## src/rtl/tsl_div_cell.sv

```systemverilog
`timescale 1ns / 1ps
`default_nettype none

module tsl_div_cell #(
   parameter int WR = 64,
   parameter int WD = 32,
   parameter int WQ = 34,
   parameter int SH = 0,
   parameter int QBIT = 0
) (
   input  wire logic            clock,
   input  wire logic            reset,
   input  wire logic            advance,
   input  wire logic            in_valid,
   input  wire logic [WR-1:0]   in_rem,
   input  wire logic [WD-1:0]   in_div,
   input  wire logic [WQ-1:0]   in_quo,
   input  wire logic            in_neg,
   output logic                 out_valid,
   output logic [WR-1:0]        out_rem,
   output logic [WD-1:0]        out_div,
   output logic [WQ-1:0]        out_quo,
   output logic                 out_neg
);

   logic            valid_ff;
   logic [WR-1:0]   rem_ff;
   logic [WR-1:0]   rem_in;
   logic [WD-1:0]   div_ff;
   logic [WQ-1:0]   quo_ff;
   logic [WQ-1:0]   quo_in;
   logic            neg_ff;
   logic [WR-1:0]   trial;
   logic            fits;

   always_comb begin
      trial  = WR'(in_div) << SH;
      fits   = (in_rem >= trial);
      rem_in = fits ? (in_rem - trial) : in_rem;
      quo_in = in_quo | (WQ'(fits) << QBIT);
   end

   always_ff @(posedge clock) begin
      if (reset) begin
         valid_ff <= 1'b0;
      end else if (advance) begin
         valid_ff <= in_valid;
      end
   end

   always_ff @(posedge clock) begin
      if (advance) begin
         rem_ff <= rem_in;
         div_ff <= in_div;
         quo_ff <= quo_in;
         neg_ff <= in_neg;
      end
   end

   assign out_valid = valid_ff;
   assign out_rem   = rem_ff;
   assign out_div   = div_ff;
   assign out_quo   = quo_ff;
   assign out_neg   = neg_ff;

endmodule

`default_nettype wire

```

## config.mk

```make
export PLATFORM = sky130hd
export DESIGN_NAME = tsl_div_cell
export DESIGN_NICKNAME = d
export VERILOG_FILES = /design/src/rtl/tsl_div_cell.sv
export SDC_FILE = /design/constraint.sdc
export NUM_CORES = 1
export LEC_CHECK = 0
export ABC_AREA = 1
export BUFFER_PORTS_ARGS = -buffer_cell sky130_fd_sc_hd__buf_2
export CAP_MARGIN = 0
export CORE_MARGIN = 2
export CORE_UTILIZATION = 40
export CTS_BUF_LIST = sky130_fd_sc_hd__clkbuf_8
export DETAILED_ROUTE_END_ITERATION = 7
export GPL_TIMING_DRIVEN = 0
export PLACE_DENSITY_LB_ADDON = 0.1
export REMOVE_ABC_BUFFERS = 1
export SLEW_MARGIN = 10
export SYNTH_ARGS = -nofsm -noshare
export SYNTH_HDL_FRONTEND = slang
export SYNTH_SLANG_ARGS = --single-unit
```

## constraint.sdc

```tcl
create_clock -name clock -period 3 [get_ports clock]
set_clock_uncertainty 0.1 [all_clocks]
set_input_delay 0.45 -clock clock [delete_from_list [all_inputs] [get_ports clock]]
set_output_delay 0.45 -clock clock [all_outputs]
set_load 0.05 [all_outputs]
```

==> results.yml <==
die:
  fp.dieArea_um2: 23200
  ios: 267
  die_y_um: 152
  num_rows: 54
  start_util_pct: 40.6
  core_area_um2: 21700
  die_w_um: 152
critical_path:
  worst-endpoint-arrival_ns: 2.90
  worstSetupPathType: "in2reg"
  worstSetupEndpointType: "flop"
  path_max_fanout: 43
  critPathRequiredTime_ns: 3.13
  critPathLaunchType: "input port"
clock_tree:
  clkSinkCount: 132
  h-tree-depth: 4
  cts_buffers: 17
  cts_tree: "yes"
  clk-insertion-delay-late_ns: 0.47
  cts.clk_slew.worst_paths_ns: 0.10
  root_buffer: "clkbuf_8"
  cts_buffer_depth: 2
  holdBufCountCts: 0
synth:
  ys_seq_area_share_pct: 44.9
  synthCells: 1128
  syn_area_per_cell_um2: 7.80
  synth_top_cell_area_share_pct: 44.7
  synth-edff-count: 131
  post_synth_and_or_nand_nor_area_fraction_pct: 30.3
  yosys_warnings: 0
  synth_area_leaders: "edfxtp_1, nand2_1, inv_1, nor2_1, ha_1"
  synthMuxAreaShare_pct: 0.114
  synth_top_area_cell: "edfxtp_1"
  async_flop_share_pct: 0
  ys_ff_latch: 132
  synth_xor_xnor_area_share_pct: 2.59
  synth_top_family_by_area: "simple AND/OR/NAND/NOR gates"
  synthAdderAreaFrac_pct: 4.78
  synth-main-ff-cell: "edfxtp_1"
  syn_area_um2: 8800
  synth.distinct_cells: 37
  synth_compound_area_share_pct: 7.37
timing:
  slew_headroom_pct: 55.0
  fin_ws_ns: 0.232
  max_freq_mhz: 361
  hold_violations: 0
  grt_setup_unrepaired: "no"
  tightest_slew_ns: 0.668
  finalCriticalPeriod_ns: 2.77
  slew_violations: 0
  setup-tns-final_ns: 0
  holdWs_ns: 0.0199
  min_period_over_period_pct: 92.3
  finalSetupViolCount: 0
run_status:
  status: "complete, no violations"
route:
  wl_um: 28300
  via_count: 8173
  dr.pass1.iters: 5
  vias_per_cell: 4.81
  wl_per_cell_um: 16.7
  drt_iter0_markers: 522
  drcViolationCount: 0
  ant_nets: 0
layout:
  drive_gt1_share_pct: 27.6
  instances_no_fill: 1698
  layout_commonest_cell: "nand2_1"
  diodes: 0
  fin_nets: 1573
  layout_common_cells: "nand2_1, buf_2, inv_1"
  syn_to_final_growth_pct: 23.4
flow_run:
  max_cap_viol_count: 0
power:
  ir_drop_uv: 236
  powerDensity_nw_per_um2: 519
  p_leak_nw: 5.17
placement:
  port_buffers: 266
  gp_congestion: 0.909
  placedCellCount: 1663
  dp_hpwl_um: 22900
  place_ws_ns: -1.09
grt:
  antenna_found_initial: 1
  grt_max_degree: 79
  grt_pass1_wl_um: 43700
  grt_pass1_vias: 7842
  grt_use_total_pct: 24.4
  grt-ovfl-total: 0
hold_path:
  hold_class: "in2reg"
[registers in the layout, summed over array words and instances (netlist names)]
signal and flops:
out_quo 34, out_div 32, out_neg 1, out_rem 64, out_valid 1
[routing by layer]
metal / global-route usage [%] / up-vias / routed length, µm
met4: 6.01 / 0 / 395
met3: 4.18 / 19 / 1900
met1: 34.3 / 3695 / 13300
li1: - / 4178 / -
met5: 0 / - / 0
met2: 39.5 / 281 / 12700
[final cells by class]
cell class / instances / area, µm²
multi-input cells: 793 / 3990
clock buffers: 17 / 234
repair buffers: 270 / 1410
flip-flops and latches: 132 / 3950
inverters: 191 / 729
well taps: 280 / 350
fillers: 2194 / 10800
clock inverters: 15 / 186
[Yosys cell counts, drive strengths merged, types with 2 or more instances]
master	count
xor2	5
nor3	22
o21ai	34
nand2	403
nand4	19
nor2	120
a21oi	55
or2	4
buf	13
ha	32
edfxtp	131
nand3b	2
xnor2	21
inv	191
o21bai	4
nand3	64
[cell families (layout without fill, tap and decap cells)]
logic type / Yosys count / after routing
compound gates: 96 / 96
xor+xnor: 26 / 26
fa+ha+maj: 33 / 33
buf+inv: 204 / 493
flops: 132 / 132
mux: 1 / 1
simple gates: 636 / 637
[critical path: stages]
cell and delay (ns):
buf_2 0.11, ha_1 0.38, a21oi_1 0.26, o21a_1 0.21
o21ai_1 0.20, nor2_1 0.35, nand3_4 0.23, inv_12 0.25
buf_16 0.27, o21ai_0 0.13
[report_power, final]
part           switching (mW)  internal, mW  total, mW
clock network           0.904         0.706       1.61
logic                    1.29         0.441       1.73
registers              0.0385          2.25       2.29
[path summary, 6_finish.rpt]
path / cells past startpoint / slack [ns] / startpoint / to
worst max-delay path: 10 / 0.23 / in_rem[31] / out_rem[6]$_DFFE_PP_
worst min-delay path: 2 / 0.02 / reset / out_valid$_SDFFE_PP0P_
worst max register to register: 2 / 2.32 / out_valid$_SDFFE_PP0P_ / out_valid$_SDFFE_PP0P_
worst min register to register: 2 / 0.40 / out_valid$_SDFFE_PP0P_ / out_valid$_SDFFE_PP0P_
[metrics by stage]
step	utilization, %	power, mW	area [µm²]
3_3_place_gp	47.6	4.05	10300
5_1_grt	50.0	5.88	10900
4_1_cts	50.0	5.68	10800
3_5_place_dp	47.9	4.06	10400
6_report	50.0	5.63	10900
2_1_floorplan	-	3.55	8640
[repair_timing]
action,in CTS,in global routing
pin swaps,1,1
gates resized for setup,4,0
gates cloned,1,0
setup buffers,0,2
endpoints found under the setup margin,51,25
No activity file was read; power rests on OpenSTA's default activity.
