<file path="config.mk">
export PLATFORM = sky130hd
export DESIGN_NAME = tsl_mul_chain
export DESIGN_NICKNAME = d
export VERILOG_FILES = /design/src/rtl/tsl_mul_cell.sv /design/src/rtl/tsl_mul_chain.sv
export SDC_FILE = /design/constraint.sdc
export NUM_CORES = 2
export LEC_CHECK = 0
export BUFFER_PORTS_ARGS = -buffer_cell sky130_fd_sc_hd__buf_2
export CAP_MARGIN = 10
export CORE_ASPECT_RATIO = 0.9
export CORE_MARGIN = 2
export CORE_UTILIZATION = 29
export CTS_CLUSTER_SIZE = 24
export DETAILED_ROUTE_END_ITERATION = 12
export GPL_TIMING_DRIVEN = 0
export HOLD_SLACK_MARGIN = 0.02
export REMOVE_ABC_BUFFERS = 1
export SLEW_MARGIN = 20
export SYNTH_ARGS = -nofsm -noshare
export SYNTH_HDL_FRONTEND = slang
export SYNTH_SLANG_ARGS = --single-unit
</file>
<file path="constraint.sdc">
create_clock -name clock -period 8.2 [get_ports clock]
set_clock_uncertainty 0.15 [all_clocks]
set_input_delay 1.64 -clock clock [delete_from_list [all_inputs] [get_ports clock]]
set_output_delay 1.64 -clock clock [all_outputs]
set_load 0.02 [all_outputs]
</file>
<file path="src/rtl/tsl_mul_cell.sv">
`timescale 1ns / 1ps
`default_nettype none

module tsl_mul_cell #(
   parameter int LANES = 1,
   parameter int WA = 32,
   parameter int WB = 32,
   parameter int WP = 64,
   parameter int WS = 1,
   parameter int IDX = 0
) (
   input  wire logic                  clock,
   input  wire logic                  reset,
   input  wire logic                  advance,
   input  wire logic                  in_valid,
   input  wire logic [LANES*WA-1:0]   in_a,
   input  wire logic [WB-1:0]         in_b,
   input  wire logic [LANES*WP-1:0]   in_acc,
   input  wire logic [WS-1:0]         in_side,
   output logic                       out_valid,
   output logic [LANES*WA-1:0]        out_a,
   output logic [WB-1:0]              out_b,
   output logic [LANES*WP-1:0]        out_acc,
   output logic [WS-1:0]              out_side
);

   logic                  valid_ff;
   logic [LANES*WA-1:0]   a_ff;
   logic [WB-1:0]         b_ff;
   logic [LANES*WP-1:0]   acc_ff;
   logic [LANES*WP-1:0]   acc_in;
   logic [WS-1:0]         side_ff;

   always_comb begin
      for (int l = 0; l < LANES; l++) begin
         acc_in[l*WP +: WP] = in_acc[l*WP +: WP]
            + (in_b[IDX] ? (WP'(in_a[l*WA +: WA]) << IDX) : '0);
      end
   end

   always_ff @(posedge clock) begin
      if (reset) begin
         valid_ff <= 1'b0;
      end else if (advance) begin
         valid_ff <= in_valid;
      end
   end

   always_ff @(posedge clock) begin
      if (advance) begin
         a_ff    <= in_a;
         b_ff    <= in_b;
         acc_ff  <= acc_in;
         side_ff <= in_side;
      end
   end

   assign out_valid = valid_ff;
   assign out_a     = a_ff;
   assign out_b     = b_ff;
   assign out_acc   = acc_ff;
   assign out_side  = side_ff;

endmodule

`default_nettype wire

</file>
<file path="src/rtl/tsl_mul_chain.sv">
`timescale 1ns / 1ps
`default_nettype none

module tsl_mul_chain #(
   parameter int LANES = 1,
   parameter int WA = 32,
   parameter int WB = 32,
   parameter int WS = 1
) (
   input  wire logic                       clock,
   input  wire logic                       reset,
   input  wire logic                       advance,
   input  wire logic                       in_valid,
   input  wire logic [LANES*WA-1:0]        in_a,
   input  wire logic [WB-1:0]              in_b,
   input  wire logic [WS-1:0]              in_side,
   output logic                            out_valid,
   output logic [LANES*(WA+WB)-1:0]        out_p,
   output logic [WS-1:0]                   out_side
);

   localparam int WP = WA + WB;

   logic                  v_w    [0:WB];
   logic [LANES*WA-1:0]   a_w    [0:WB-1];
   logic [WB-1:0]         b_w    [0:WB-1];
   logic [LANES*WP-1:0]   acc_w  [0:WB];
   logic [WS-1:0]         side_w [0:WB];

   assign v_w[0]    = in_valid;
   assign a_w[0]    = in_a;
   assign b_w[0]    = in_b;
   assign acc_w[0]  = '0;
   assign side_w[0] = in_side;

   for (genvar i = 0; i < WB; i++) begin : g_cell
      if (i < WB - 1) begin : g_mid
         tsl_mul_cell #(
            .LANES(LANES), .WA(WA), .WB(WB), .WP(WP), .WS(WS), .IDX(i)
         ) u_cell (
            .clock(clock), .reset(reset), .advance(advance),
            .in_valid(v_w[i]), .in_a(a_w[i]), .in_b(b_w[i]),
            .in_acc(acc_w[i]), .in_side(side_w[i]),
            .out_valid(v_w[i+1]), .out_a(a_w[i+1]), .out_b(b_w[i+1]),
            .out_acc(acc_w[i+1]), .out_side(side_w[i+1])
         );
      end else begin : g_last
         tsl_mul_cell #(
            .LANES(LANES), .WA(WA), .WB(WB), .WP(WP), .WS(WS), .IDX(i)
         ) u_cell (
            .clock(clock), .reset(reset), .advance(advance),
            .in_valid(v_w[i]), .in_a(a_w[i]), .in_b(b_w[i]),
            .in_acc(acc_w[i]), .in_side(side_w[i]),
            .out_valid(v_w[i+1]), .out_a(), .out_b(),
            .out_acc(acc_w[i+1]), .out_side(side_w[i+1])
         );
      end
   end

   assign out_valid = v_w[WB];
   assign out_p     = acc_w[WB];
   assign out_side  = side_w[WB];

endmodule

`default_nettype wire

</file>
==> summary.md <==
| Metric | Value |
|---|---|
| Status | `complete, no violations` |
| Cell variety after synth | `94` |
| Syn Area/Cell | `13.60 sq um` |
| Met1 GRT Util | `9.474%` |
| GRT Overall Usage | `8.939%` |
| Port Buffers | `134` |
| Post-route DRC | `0` |
| Critical path required time | `8620 ps` |
| Leak | `64.35 nW` |
| Clk Latency, worst-skew pair | `950 ps` |
| Largest net degree at the start of global routing | `147` |
| PwrDens | `319.6 mW/mm^2` |
| Setup Fix Bufs, Post-CTS | `0` |
| Startpoint Class | `input port` |
| Worst Path Arrival | `7050 ps` |
| CTS root buf | `clkbuf_16` |
| Initial Util | `29.15%` |
| Mapped Area | `0.1479 sq mm` |
| Initial drt markers | `3936` |
| Main synth FF type | `edfxtp_1` |
| CTS Buf Count | `357` |
| IO Pins | `135` |
| Grt ovf | `0` |
| Post-Syn Instances | `10880` |
| GR peak layer | `met2` |
| F_max | `151.0 MHz` |
| Hpwl dp | `160700 um` |
| Final nets | `12210` |
| Worst Path Class, Setup | `input port to flip-flop` |
| Routed len/inst | `13.09 um` |
| Hold bufs inserted after CTS | `0` |
| CTS Sinks | `3103` |
| Setup TNS | `0 ps` |
| Synth area leaders | `edfxtp_1, ha_1, and2_1, xnor2_1, a21oi_1` |
| H-tree depth | `5` |
| Number of synthesized flops with an enable pin | `3071` |
| Worst slew pin tran | `958.2 ps` |
| YS warnings | `0` |
| Max-cap violations | `0` |
| Post-synth top area share | `62.36%` |
| Worst hold path class | `flip-flop to flip-flop` |
| Setup crit end kind | `flip-flop` |
| Worst Path Max Fanout | `142` |
| Global-route wire length before repair | `396300 um` |
| Asr flop ratio synth | `0%` |
| Slew margin rel. | `35.28%` |
| Fin crit period | `6623 ps` |
| TritonRoute pass-1 iters | `7` |
| Final Max Slew Viols | `0` |
| Setup violators final | `0` |
| Seq/Total Area, Yosys | `62.79%` |
| Die footprint | `0.5157 sq mm` |
| Hold WS | `236.7 ps` |
| Total number of vias | `82210` |
| Vias per cell | `4.529` |
| RSZ-0062 raised after global routing | `no` |
| Final ANT Viol Nets | `0` |
| Layout cells sized above 1 | `6.377%` |
| Max Buffers Root-to-Sink | `4` |
| Met2 GRT Util | `17.07%` |
| Routability-driven placement congestion ratio | `0.8778` |
| Clk pin slew, worst setup/hold paths | `60 ps` |
| Synthesized flop and latch total | `3103` |
| Core ar. | `0.5073 sq mm` |
| Grt met3 use | `1.586%` |
| Rows | `248` |
| Final core occ | `33.03%` |
| Tcrit/Tclk final | `80.77%` |
| Die W | `756.7 um` |
| Initial antenna violation count | `1` |
| Drt total wl | `237600 um` |
| Vias in the first global route | `84930` |
| P&R area growth vs syn | `13.30%` |
| # resized after CTS | `0` |
| Die H | `681.5 um` |
| CTS tree | `done` |
| Hold Fails Final Rpt | `0` |
| Yosys top cell by area | `edfxtp_1` |
| Maximum vdd ir drop | `0.2902 mV` |
-- final timing paths --
check | startpoint | end | slack, ps | cells past startpoint
hold / removal | g_cell[22].g_mid.u_cell.out_acc[14] | g_cell[23].g_mid.u_cell.out_acc[14] | 240 | 0
setup / recovery | advance | g_cell[31].g_last.u_cell.out_acc[43] | 1580 | 10
setup reg to reg | g_cell[9].g_mid.u_cell.out_b[10] | g_cell[10].g_mid.u_cell.out_acc[42] | 3140 | 13
hold reg to reg | g_cell[22].g_mid.u_cell.out_acc[14] | g_cell[23].g_mid.u_cell.out_acc[14] | 240 | 0
-- layout make-up --
class	instances	area [sq um]
tap	6750	8446
timing repair buffer	158	1346
fill	49580	339800
clock inverter	215	1798
multi-input combinational	7292	52980
sequential	3103	92860
antenna	1	2.502
clock buffer	431	9370
inverter	202	758.2
-- power by group --
group	leakage, nW	switching (mW)	internal [mW]
logic	28.6	8.96	6.79
registers	30.3	0.939	21.6
clock network	5.45	6.34	8.91
-- worst max-delay path: stages --
cell	delay, ps
buf_12	300
buf_16	440
buf_16	390
buf_16	390
buf_16	500
buf_16	520
buf_16	520
buf_16	500
buf_16	490
buf_16	500
-- synthesized netlist by cell type (16+ instances only) --
master    count
edfxtp_1   3071
and2_1     1051
ha_1        991
a21oi_1     887
xnor2_1     610
a21o_1      576
nor2_1      428
o21ai_0     403
nand2_1     402
xor2_1      267
clkbuf_1    207
inv_1       201
nand3_1     164
o21bai_1    135
nand4_1     112
nor2b_1     111
nand2b_1    107
a31oi_1     106
o21a_1      103
nor3_1       81
and3_1       77
buf_4        64
a211oi_1     58
o31ai_1      45
o211ai_1     41
mux2i_1      39
dfxtp_1      32
fa_1         31
o21ai_1      30
and4_1       29
o31a_1       23
nor4_1       22
a41oi_1      21
a211o_1      20
or3_1        20
a221oi_1     19
a221o_1      17
or2_2        17
a21boi_0     16
-- cell families after synthesis --
kind of cell,after synthesis,synth area share (%)
buf+inv,481,1.385
compound gates,2696,11.84
fa+ha+maj,1022,8.804
xor+xnor,877,5.194
mux,39,0.2640
simple gates,2658,9.727
flops,3103,62.79
-- cells in the final DEF, fill, tap and decap left out, drive strengths merged, types with 164 or more instances in the layout --
cell type,synthesis,final
a21o,577,577
a21oi,892,892
and2,1051,1051
clkbuf,207,431
clkinv,1,166
edfxtp,3071,3071
ha,991,991
inv,201,214
nand2,402,402
nand3,164,164
nor2,429,429
o21ai,434,434
xnor2,610,610
xor2,267,267
-- metrics by stage --
step	instances	instance area (sq um)	setup slack, ps	power [mW]
2_1_floorplan	10600	146600	4310	34.96
3_3_place_gp	17480	155700	-46990	39.78
3_5_place_dp	17510	156400	423.4	38.44
4_1_cts	18150	167600	1500	54.21
5_1_grt	18150	167600	1059	57.02
6_report	18150	167600	1577	53.55
-- per-layer routing --
metal | wire [um] | part of all wire (%)
met5 | 0 | 0
met4 | 10780 | 4.5
met3 | 8605 | 3.6
met2 | 122500 | 52
met1 | 95760 | 40
-- flip-flops by register name, indices dropped and copies added (netlist names) --
register / flops
g_cell.g_mid.u_cell.out_acc: 1487
g_cell.g_mid.u_cell.out_a: 992
g_cell.g_mid.u_cell.out_b: 496
g_cell.g_last.u_cell.out_acc: 64
g_cell.g_mid.u_cell.out_side: 31
g_cell.g_mid.u_cell.out_valid: 31
g_cell.g_last.u_cell.out_side: 1
g_cell.g_last.u_cell.out_valid: 1
(Power assumes the default switching activity.)
